===== config.mk =====
export PLATFORM = sky130hd
export DESIGN_NAME = ssdi_mag
export DESIGN_NICKNAME = d
export VERILOG_FILES = /design/src/rtl/core/ssdi_pkg.sv /design/src/rtl/core/ssdi_mag.sv
export SDC_FILE = /design/constraint.sdc
export NUM_CORES = 2
export LEC_CHECK = 0
export BUFFER_PORTS_ARGS = -buffer_cell sky130_fd_sc_hd__buf_2
export CAP_MARGIN = 0
export CORE_MARGIN = 3
export CORE_UTILIZATION = 64
export DETAILED_ROUTE_END_ITERATION = 8
export GPL_ROUTABILITY_DRIVEN = 0
export PLACE_DENSITY = 0.83
export SLEW_MARGIN = 20
export SYNTH_ARGS = -nofsm -noshare
export SYNTH_HDL_FRONTEND = slang
export SYNTH_SLANG_ARGS = --single-unit

===== constraint.sdc =====
create_clock -name clk -period 8.45 [get_ports clk]
set_input_delay 1.69 -clock clk [delete_from_list [all_inputs] [get_ports clk]]
set_output_delay 1.69 -clock clk [all_outputs]
set_load 0.05 [all_outputs]

===== src/rtl/core/ssdi_pkg.sv =====
// shared types, constants and helpers for the sample to display index pipeline
package ssdi_pkg;

    typedef enum logic [2:0]
    {
        MODE_REAL  = 3'd0,
        MODE_IMAG  = 3'd1,
        MODE_MAG   = 3'd2,
        MODE_DB10  = 3'd3,
        MODE_DB20  = 3'd4,
        MODE_PHASE = 3'd5
    } value_mode_t;

    typedef enum logic [2:0]
    {
        CFG_COMPLEX   = 3'd0,
        CFG_MODE      = 3'd1,
        CFG_RANGE_MIN = 3'd2,
        CFG_RANGE_MAX = 3'd3,
        CFG_FLOOR     = 3'd4
    } cfg_index_t;

    typedef enum logic [1:0]
    {
        KIND_LOW  = 2'd0,
        KIND_HIGH = 2'd1,
        KIND_DIV  = 2'd2
    } scale_kind_t;

    typedef struct packed
    {
        logic valid;
        logic pixel;
    } pix_tag_t;

    localparam int LOG_FRAC     = 24;
    localparam int LOG_STEPS    = 24;
    localparam int LOG_LAT      = LOG_STEPS + 5;
    localparam int DB_SHIFT     = LOG_FRAC + 28;
    localparam int CORDIC_STEPS = 24;
    localparam int CORDIC_LAT   = CORDIC_STEPS + 2;
    localparam int CORDIC_XW    = 44;
    localparam int CORDIC_ZW    = 27;
    localparam int CORDIC_SCALE = 40;
    localparam int QUOT_BITS    = 8;
    localparam int SCALE_LAT    = QUOT_BITS + 3;
    localparam int SCALE_SPAN   = 254;
    localparam int OUT_MAX      = 8388607;
    localparam int OUT_MIN      = -8388608;

    localparam logic [31:0] DB10_K = 32'd808071242;

    localparam logic [21:0] ATAN_DEG_Q16 [0:CORDIC_STEPS-1] = '{
        22'd2949120, 22'd1740967, 22'd919879, 22'd466945, 22'd234379, 22'd117304,
        22'd58666, 22'd29335, 22'd14668, 22'd7334, 22'd3667, 22'd1833,
        22'd917, 22'd458, 22'd229, 22'd115, 22'd57, 22'd29,
        22'd14, 22'd7, 22'd4, 22'd2, 22'd1, 22'd1
    };

    localparam logic [7:0] COLOR_MASKED = 8'd0;
    localparam logic [7:0] COLOR_LOW    = 8'd1;
    localparam logic [7:0] COLOR_HIGH   = 8'd255;

    function automatic int value_width(int s, int f);
        return (s + f + 2 > 25) ? s + f + 2 : 25;
    endfunction

endpackage


===== src/rtl/core/ssdi_mag.sv =====
// magnitude pipeline: squares, then one square root digit per stage
module ssdi_mag #(
    parameter int SAMPLE_BITS   = 16,
    parameter int FRACTION_BITS = 8
) (
    input  logic                                   clk,
    input  logic signed [SAMPLE_BITS-1:0]          re,
    input  logic signed [SAMPLE_BITS-1:0]          im,
    output logic [SAMPLE_BITS+FRACTION_BITS-1:0]   mag
);
    import ssdi_pkg::*;

    localparam int K  = SAMPLE_BITS + FRACTION_BITS;
    localparam int SW = 2 * SAMPLE_BITS;
    localparam int RW = K + 2;

    logic signed [SW-1:0] re_sq_reg;
    logic signed [SW-1:0] im_sq_reg;
    logic [SW-1:0]        sq_reg   [0:K];
    logic [RW-1:0]        rem_reg  [0:K];
    logic [K-1:0]         root_reg [0:K];

    always_ff @(posedge clk)
    begin
        re_sq_reg   <= re * re;
        im_sq_reg   <= im * im;
        sq_reg[0]   <= $unsigned(re_sq_reg) + $unsigned(im_sq_reg);
        rem_reg[0]  <= '0;
        root_reg[0] <= '0;
    end

    for (genvar j = 0; j < K; j++)
    begin : g_root
        logic [RW+1:0] cur;
        logic [RW+1:0] trial;

        assign cur   = {rem_reg[j], sq_reg[j][SW-1 -: 2]};
        assign trial = (RW+2)'({root_reg[j], 2'b01});

        always_ff @(posedge clk)
        begin
            sq_reg[j+1] <= sq_reg[j] << 2;
            if (cur >= trial)
            begin
                rem_reg[j+1]  <= RW'(cur - trial);
                root_reg[j+1] <= {root_reg[j][K-2:0], 1'b1};
            end
            else
            begin
                rem_reg[j+1]  <= RW'(cur);
                root_reg[j+1] <= {root_reg[j][K-2:0], 1'b0};
            end
        end
    end

    assign mag = root_reg[K];

endmodule


==> impl_metrics.json <==
{
  "grt_use_met2_pct": 47.71,
  "grt_setup_unrepaired": "no",
  "skew_ps": 35.32,
  "clk_pin_slew_worst_paths_ps": 70,
  "cp-start-kind": "primary input",
  "required_ps": 8980,
  "yosysUniqueCellTypes": 85,
  "syn_inst": 6642,
  "place_inst": 7897,
  "die_h_um": 322.9,
  "fin_setup_tns_ps": 0,
  "cts_resized": 0,
  "synth_common_cells": "dfxtp_1 (1,190), inv_1 (1,107), ha_1 (523)",
  "r2r_start": "rem_reg[2][78]$_SDFF_PP0_",
  "slew_violations": 0,
  "top_usage_layer": "met2",
  "hpwlAfterDp_mm": 99.83,
  "htree_levels": 3,
  "synthTopCellsByArea": "dfxtp_1 (37%), fa_1 (15%), ha_1 (10%)",
  "ys_warn_count": 0,
  "cts_buffers": 111,
  "grt_max_degree": 40,
  "grt_first_pass_wirelength_mm": 219.5,
  "postRouteAntennaNets": 0,
  "crit_path_end_kind": "flip-flop",
  "critical_path.startpoint": "im[8]",
  "cts-root-buf": "clkbuf_16",
  "synth_area_sq_mm": 0.06428,
  "relSlewSlack_pct": 28.09,
  "io_buffers": 56,
  "wirelength_mm": 129.9,
  "path_max_fanout": 14,
  "hp-class": "flip-flop to flip-flop",
  "clk_path_buf_depth": 3,
  "arrival_ps": 8230,
  "yosys.cell_count.top_type": "dfxtp_1",
  "nNetsFinal": 7754,
  "cts_hold_buf": 0,
  "die_x_um": 322.9,
  "ios": 57,
  "synth_top_cell_by_area": "dfxtp_1",
  "cts.sinks": 1190,
  "antenna_found_initial": 1,
  "vias_per_cell": 5.539,
  "vias": 44850,
  "first_pass_iters": 6,
  "setup_viol": 0,
  "max_cap_violations": 0,
  "grt-ovfl-total": 0,
  "synth_edf_count": 0,
  "tightest_slew_ps": 1076,
  "postCtsSetupBuffers": 0,
  "grt_pass1_vias": 47070,
  "min-delay-start": "sq_reg[8][28]$_DFF_P_",
  "ys_seq_area_share_pct": 37.06,
  "largest_reg_flops": 556,
  "antenna_cells": 0,
  "met3_usage_pct": 3.535,
  "path_class": "primary input to flip-flop",
  "period_share_pct": 91.12,
  "grt_use_total_pct": 25.31,
  "synth_flop_cell": "dfxtp_1",
  "start_util_pct": 64.93,
  "fin_crit_ps": 7700,
  "cts_tree": "done",
  "rows": 115,
  "fmax_ghz": 0.1299,
  "status": "finished, final reports clean",
  "async_reset_ff_share_pct": 0,
  "syn_area_per_cell_sq_um": 9.677,
  "use_met1_pct": 27.94,
  "die-area_sq_mm": 0.1043,
  "yosysTopAreaCellShare_pct": 37.06,
  "drc": 0,
  "fillerInstances": 6883,
  "area_delta_synth_final_pct": 8.610,
  "clock_latency_ps": 700,
  "drive_above_1_share_pct": 5.859,
  "yosys_register_bits": 1190,
  "core_sq_mm": 0.09899,
  "finalHoldViolations": 0,
  "stdcell_count": 8097,
  "synth_nets": 7673,
  "avgRoutedWirePerCell_um": 16.04,
  "drt-initial-drc-count": 2739
}
-- metrics by stage --
stage          area, sq um  worst slack (ps)  hold slack, ps  utilization (%)
3_5_place_dp         65930             205.2           312.1            66.60
2_1_floorplan        64280             710.7           309.6                -
3_3_place_gp         65920             362.3           309.6            66.59
4_1_cts              69800             869.6           297.4            70.51
6_report             69810             750.1           301.3            70.52
5_1_grt              69810             374.4           311.4            70.52
-- metal layers --
metal  share of wire [%]  routed length (um)
met5               0.010                  13
met4                 5.2                6693
met3                 4.1                5338
met2                  52               67880
met1                  38               49970
-- cells by family after synthesis --
logic type,Yosys count,synth area share [%]
buffers and inverters,1223,7.154
XOR/XNOR,531,7.236
AND/OR/NAND/NOR,1552,11.71
adder cells (fa/ha/maj),998,24.98
AO/OA/AOI/OAI,1083,10.74
other,1,0.005834
flip-flops,1190,37.06
multiplexers,64,1.113
-- cell type report --
class	count	area (sq um)	area share [%]
timing repair buffer	81	467.9	0.6703
clock buffer	147	3146	4.506
inverter	1110	4167	5.968
sequential	1190	23820	34.13
clock inverter	53	732.0	1.048
multi-input combinational	4229	35860	51.37
tap	1287	1610	2.307
-- worst max-delay path: stages --
cell and delay (ps):
buf_2 310, inv_1 180, nor2_1 200, inv_1 90, fa_1 510, inv_1 50, fa_1 490, inv_1 60
fa_1 540, inv_1 70, fa_1 500, fa_1 540, inv_1 50, fa_1 530, inv_1 50, ha_1 220
a2111oi_0 400, o21ai_0 170, a221oi_1 350, o21ai_0 170, a21oi_1 260, o21bai_1 160, a211oi_1 370, a21oi_1 130
xnor2_1 140
-- layout by cell type, fill, tap and decap left out, types with 25 or more instances in the layout --
master	instances
dfxtp_1	1190
inv_1	1107
ha_1	523
fa_1	475
nand2_1	462
nor2_1	359
o21ai_0	286
xnor2_1	280
a21oi_1	279
xor2_1	251
nor3_1	150
a21o_1	114
clkbuf_16	113
and2_1	86
o21a_1	86
nand3_1	78
nand2b_1	62
or3_1	60
nor4_1	60
nor2b_1	59
mux2_2	59
buf_2	56
a211oi_1	43
o21bai_1	43
or2_2	38
o31ai_1	34
nand4_1	31
and3_1	26
or4_1	25
buf_4	25
-- path summary, 6_finish.rpt --
kind,to,slack (ps),cells after the start
setup / recovery,im_sq_reg[31]$_DFF_P_,750,25
hold / removal,sq_reg[9][30]$_DFF_P_,300,0
setup reg to reg,rem_reg[2][120]$_DFF_P_,3800,11
hold reg to reg,sq_reg[9][30]$_DFF_P_,300,0
Power is not shown: default switching activity piles up to over one toggle a cycle in this logic, so the estimate is an artifact.
