$ cat src/rtl/core/ssdi_pkg.sv
// shared types, constants and helpers for the sample to display index pipeline
package ssdi_pkg;

    typedef enum logic [2:0]
    {
        MODE_REAL  = 3'd0,
        MODE_IMAG  = 3'd1,
        MODE_MAG   = 3'd2,
        MODE_DB10  = 3'd3,
        MODE_DB20  = 3'd4,
        MODE_PHASE = 3'd5
    } value_mode_t;

    typedef enum logic [2:0]
    {
        CFG_COMPLEX   = 3'd0,
        CFG_MODE      = 3'd1,
        CFG_RANGE_MIN = 3'd2,
        CFG_RANGE_MAX = 3'd3,
        CFG_FLOOR     = 3'd4
    } cfg_index_t;

    typedef enum logic [1:0]
    {
        KIND_LOW  = 2'd0,
        KIND_HIGH = 2'd1,
        KIND_DIV  = 2'd2
    } scale_kind_t;

    typedef struct packed
    {
        logic valid;
        logic pixel;
    } pix_tag_t;

    localparam int LOG_FRAC     = 24;
    localparam int LOG_STEPS    = 24;
    localparam int LOG_LAT      = LOG_STEPS + 5;
    localparam int DB_SHIFT     = LOG_FRAC + 28;
    localparam int CORDIC_STEPS = 24;
    localparam int CORDIC_LAT   = CORDIC_STEPS + 2;
    localparam int CORDIC_XW    = 44;
    localparam int CORDIC_ZW    = 27;
    localparam int CORDIC_SCALE = 40;
    localparam int QUOT_BITS    = 8;
    localparam int SCALE_LAT    = QUOT_BITS + 3;
    localparam int SCALE_SPAN   = 254;
    localparam int OUT_MAX      = 8388607;
    localparam int OUT_MIN      = -8388608;

    localparam logic [31:0] DB10_K = 32'd808071242;

    localparam logic [21:0] ATAN_DEG_Q16 [0:CORDIC_STEPS-1] = '{
        22'd2949120, 22'd1740967, 22'd919879, 22'd466945, 22'd234379, 22'd117304,
        22'd58666, 22'd29335, 22'd14668, 22'd7334, 22'd3667, 22'd1833,
        22'd917, 22'd458, 22'd229, 22'd115, 22'd57, 22'd29,
        22'd14, 22'd7, 22'd4, 22'd2, 22'd1, 22'd1
    };

    localparam logic [7:0] COLOR_MASKED = 8'd0;
    localparam logic [7:0] COLOR_LOW    = 8'd1;
    localparam logic [7:0] COLOR_HIGH   = 8'd255;

    function automatic int value_width(int s, int f);
        return (s + f + 2 > 25) ? s + f + 2 : 25;
    endfunction

endpackage

$ cat src/rtl/core/ssdi_scale.sv
// colormap scaling: range compare, times 254, eight-stage restoring divide
module ssdi_scale (
    input  logic                     clk,
    input  logic                     rst_n,
    input  ssdi_pkg::pix_tag_t       tag,
    input  logic signed [23:0]       value,
    input  logic signed [23:0]       range_min,
    input  logic signed [23:0]       range_max,
    output logic                     done,
    output logic [7:0]               color_index,
    output logic signed [23:0]       display_value
);
    import ssdi_pkg::*;

    localparam int NW = 32;

    pix_tag_t             tag1_reg;
    logic signed [23:0]   v1_reg;
    logic [23:0]          dif_reg;
    logic [23:0]          span1_reg;
    scale_kind_t          kind1_reg;

    pix_tag_t             tag_reg  [0:QUOT_BITS];
    logic signed [23:0]   v_reg    [0:QUOT_BITS];
    logic [23:0]          span_reg [0:QUOT_BITS];
    scale_kind_t          kind_reg [0:QUOT_BITS];
    logic [NW-1:0]        rem_reg  [0:QUOT_BITS];
    logic [QUOT_BITS-1:0] q_reg    [0:QUOT_BITS];

    logic                 done_reg;
    logic [7:0]           color_reg;
    logic signed [23:0]   disp_reg;

    logic signed [24:0]   dif;
    logic signed [24:0]   span;
    scale_kind_t          kind_next;
    logic [7:0]           color_next;

    always_comb
    begin
        dif  = 25'(value) - 25'(range_min);
        span = 25'(range_max) - 25'(range_min);
        priority if (range_max <= range_min)
        begin
            kind_next = (value > range_min) ? KIND_HIGH : KIND_LOW;
        end
        else if (value <= range_min)
        begin
            kind_next = KIND_LOW;
        end
        else if (value >= range_max)
        begin
            kind_next = KIND_HIGH;
        end
        else
        begin
            kind_next = KIND_DIV;
        end
    end

    always_ff @(posedge clk or negedge rst_n)
    begin
        if (!rst_n)
        begin
            tag1_reg   <= '0;
            tag_reg[0] <= '0;
        end
        else
        begin
            tag1_reg   <= tag;
            tag_reg[0] <= tag1_reg;
        end
    end

    always_ff @(posedge clk)
    begin
        v1_reg      <= value;
        dif_reg     <= dif[23:0];
        span1_reg   <= span[23:0];
        kind1_reg   <= kind_next;
        v_reg[0]    <= v1_reg;
        span_reg[0] <= span1_reg;
        kind_reg[0] <= kind1_reg;
        rem_reg[0]  <= NW'(dif_reg) * NW'(SCALE_SPAN);
        q_reg[0]    <= '0;
    end

    for (genvar j = 0; j < QUOT_BITS; j++)
    begin : g_div
        logic [NW-1:0] trial;

        assign trial = NW'(span_reg[j]) << (QUOT_BITS - 1 - j);

        always_ff @(posedge clk or negedge rst_n)
        begin
            if (!rst_n)
            begin
                tag_reg[j+1] <= '0;
            end
            else
            begin
                tag_reg[j+1] <= tag_reg[j];
            end
        end

        always_ff @(posedge clk)
        begin
            v_reg[j+1]    <= v_reg[j];
            span_reg[j+1] <= span_reg[j];
            kind_reg[j+1] <= kind_reg[j];
            if (rem_reg[j] >= trial)
            begin
                rem_reg[j+1] <= rem_reg[j] - trial;
                q_reg[j+1]   <= {q_reg[j][QUOT_BITS-2:0], 1'b1};
            end
            else
            begin
                rem_reg[j+1] <= rem_reg[j];
                q_reg[j+1]   <= {q_reg[j][QUOT_BITS-2:0], 1'b0};
            end
        end
    end

    always_comb
    begin
        unique case (kind_reg[QUOT_BITS])
            KIND_LOW:  color_next = COLOR_LOW;
            KIND_HIGH: color_next = COLOR_HIGH;
            KIND_DIV:  color_next = COLOR_LOW + q_reg[QUOT_BITS];
            default:   color_next = COLOR_LOW;
        endcase
        if (!tag_reg[QUOT_BITS].pixel)
        begin
            color_next = COLOR_MASKED;
        end
    end

    always_ff @(posedge clk or negedge rst_n)
    begin
        if (!rst_n)
        begin
            done_reg <= 1'b0;
        end
        else
        begin
            done_reg <= tag_reg[QUOT_BITS].valid;
        end
    end

    always_ff @(posedge clk)
    begin
        color_reg <= color_next;
        disp_reg  <= v_reg[QUOT_BITS];
    end

    assign done          = done_reg;
    assign color_index   = color_reg;
    assign display_value = disp_reg;

endmodule

$ cat config.mk
export PLATFORM = sky130hd
export DESIGN_NAME = ssdi_scale
export DESIGN_NICKNAME = d
export VERILOG_FILES = /design/src/rtl/core/ssdi_pkg.sv /design/src/rtl/core/ssdi_scale.sv
export SDC_FILE = /design/constraint.sdc
export NUM_CORES = 1
export LEC_CHECK = 0
export CAP_MARGIN = 20
export CORE_UTILIZATION = 35
export CTS_CLUSTER_DIAMETER = 80
export CTS_CLUSTER_SIZE = 16
export DETAILED_ROUTE_END_ITERATION = 16
export DONT_BUFFER_PORTS = 1
export GPL_ROUTABILITY_DRIVEN = 1
export GPL_TIMING_DRIVEN = 1
export HOLD_SLACK_MARGIN = 0.15
export PLACE_DENSITY = 0.61
export SLEW_MARGIN = 15
export SYNTH_ARGS = -nofsm -noshare
export SYNTH_HDL_FRONTEND = slang
export SYNTH_SLANG_ARGS = --single-unit
$ cat constraint.sdc
create_clock -name clk -period 5.2 [get_ports clk]
set_clock_uncertainty 0.15 [all_clocks]
set_input_delay 1.04 -clock clk [delete_from_list [all_inputs] [get_ports clk]]
set_output_delay 1.04 -clock clk [all_outputs]
set_load 0.05 [all_outputs]
==> run metrics <==
Cell Rows 118; highest clock rate 197 MHz; critical path peak fanout 4; Via Count 24100; Synth Instances 3632; final count of pins violating max slew 0; largest net degree at the start of global routing 46; clock sink total 837; setup_tns 0 ps; dpl hpwl 60500 um; Die Y 325 um; Post-synth EDFFs 0; ys flop type dfxtp_1; number of global-route vias before repair 23900; commonest non-fill, non-tap cell in the layout dfxtp_1; Starting Density 35.3%; RSZ-0062 raised after global routing yes; critical path class reg2reg; FFs w/ async S/R, synth 2.51%; status finished clean; GRT Total Usage 14.4%; core area 104000 um^2; antenna-violating nets left 0; Slew @ Worst Pin 896 ps; flop2flop setup slack 130 ps; grt ovf 0; max reg flops 248; Startpoint Class flip-flop; Synth warnings 0; Post-Route WL 76000 um; min cycle time layout 5070 ps; Area growth syn-to-layout 11.3%; Routed WL per cell 14.9 um; Core Util, Final 39.3%; Synth Net Count 4118; input/output buffers 0; Slew headroom 40.1%; final hold viol count 0; post-synthesis cell area 36600 um^2; GPL Wtd Cong 0.902; HP Class reg2reg; DRT iter0 DRCs 1325; Final Cycle Share 97.5%; Synth Area per Inst 10.1 um^2; die area 106000 um^2; max-cap viol count 0; setup violators final 0; buffer depth of the longest clock path 3; Worst-Skew Late Latency 660 ps; first-pass GRT wire length 124000 um; CTS tree done; # IOs 109; Synth cell types 102; Fin Hold WS 153 ps; CTS H-tree depth 3; drt pass-1 iters 5; Worst EP required 5580 ps; Worst Path Arrival 5450 ps; Final #Nets 4192; share of layout cells above drive strength 1 7.89%; cts bufs inserted 67; root buffer cell clkbuf_16; Worst-path clk slew 70 ps; Seq cells post-synth 837; Die W 325 um; Via density 4.72; most frequent cells in the layout 805 x dfxtp_1, 445 x inv_1, 314 x ha_1, 273 x a21oi_1, 193 x nor2_1; antenna violations before repair 1; Setup crit end kind flip-flop; sequential share of the synthesized area 46.1%; residual DRC count 0
-- cell families (layout without fill, tap and decap cells) --
family	Yosys count	count (layout)	synth area share, %
other cells	0	1	0
flops	837	837	46.1
buf+inv	516	611	5.49
compound gates	854	854	15.2
fa+ha+maj	410	410	15.9
xor+xnor	224	224	5.36
simple gates	718	718	9.59
mux	73	73	2.38
-- synthesized netlist by cell type (12+ instances only) --
master    number  area (um^2)
buf_2         15         75.1
a21oi_1      273         1370
a211oi_1      27          203
or3_1         12         75.1
mux2_4        16          240
nand2b_1      30          188
xnor2_1      147         1290
nor2b_1       40          250
dfxtp_1      816        16300
nand4_1       30          188
nor3_1        56          280
mux2_2        49          552
o21ai_0      159          796
o21bai_1      21          158
o31ai_1       24          180
fa_1          94         1880
ha_1         316         3950
o21ai_1       13         65.1
clkbuf_1      44          165
nand2_1      174          653
and3_1        30          188
nor2_1       195          732
inv_1        447         1680
dfrtp_1       21          526
o21a_1        61          458
a31oi_1       16          100
nand3_1       69          345
nor4_1        18          113
a21o_1       113          848
xor2_1        77          674
o211ai_1      19          143
o31a_1        22          193
-- per-layer routing --
| metal | global-route usage, % | part of all wire, % | vias to the layer above |
|---|---|---|---|
| met5 | 0 | 0 | - |
| met4 | 4.79 | 2.8 | 0 |
| li1 | - | - | 12500 |
| met2 | 25.2 | 48 | 399 |
| met3 | 2.45 | 3.7 | 128 |
| met1 | 17.7 | 45 | 11100 |
-- worst paths after layout --
path | startpoint | end | depth (start not counted)
min in group asynchronous | rst_n | tag_reg[1]$_DFF_PN0_ | 1
max in group asynchronous | rst_n | tag_reg[14]$_DFF_PN0_ | 1
worst max register to register | dif_reg[7]$_DFF_P_ | rem_reg[0][29]$_DFF_P_ | 17
worst min register to register | kind_reg[0][13]$_DFF_P_ | kind_reg[0][15]$_DFF_P_ | 0
worst min-delay path | kind_reg[0][13]$_DFF_P_ | kind_reg[0][15]$_DFF_P_ | 0
worst max-delay path | dif_reg[7]$_DFF_P_ | rem_reg[0][29]$_DFF_P_ | 17
-- through the flow --
| stage | setup WS, ps | instance area [um^2] | cells |
|---|---|---|---|
| final | 131 | 40700 | 5108 |
| after detailed placement | -169 | 38500 | 5007 |
| after global placement | -162 | 38500 | 5007 |
| after global routing | -99.5 | 40700 | 5108 |
| after floorplan | 213 | 36600 | 3632 |
| after CTS | -17.0 | 40600 | 5104 |
-- timing repair --
action	in CTS	in global routing
gates resized for setup	5	38
endpoints found under the setup margin	2	6
buffers inserted	0	3
hold buffers	7	0
hold endpoints to repair	27	0
pin swaps	4	16
-- cell type report --
class	count	area, um^2
Tap cell	1380	1730
Antenna cell	1	2.50
Clock buffer	73	1730
Multi-Input combinational cell	2279	17900
Inverter	449	1690
Fill cell	10200	62900
Timing Repair Buffer	72	558
Clock inverter	17	298
Sequential cell	837	16900
-- worst max-delay path: stages (launching register included) --
cell,delay [ps]
dfxtp_2,320
buf_4,120
fa_2,540
inv_1,70
fa_2,580
fa_2,430
fa_1,500
inv_1,40
ha_1,210
a211oi_2,210
nor2_1,90
o31a_1,330
a311oi_4,300
nor2_4,100
a211oi_4,250
or3_4,170
or4b_1,420
o311ai_1,110
Power is not shown: default switching activity piles up to over one toggle a cycle in this logic, so the estimate is an artifact.
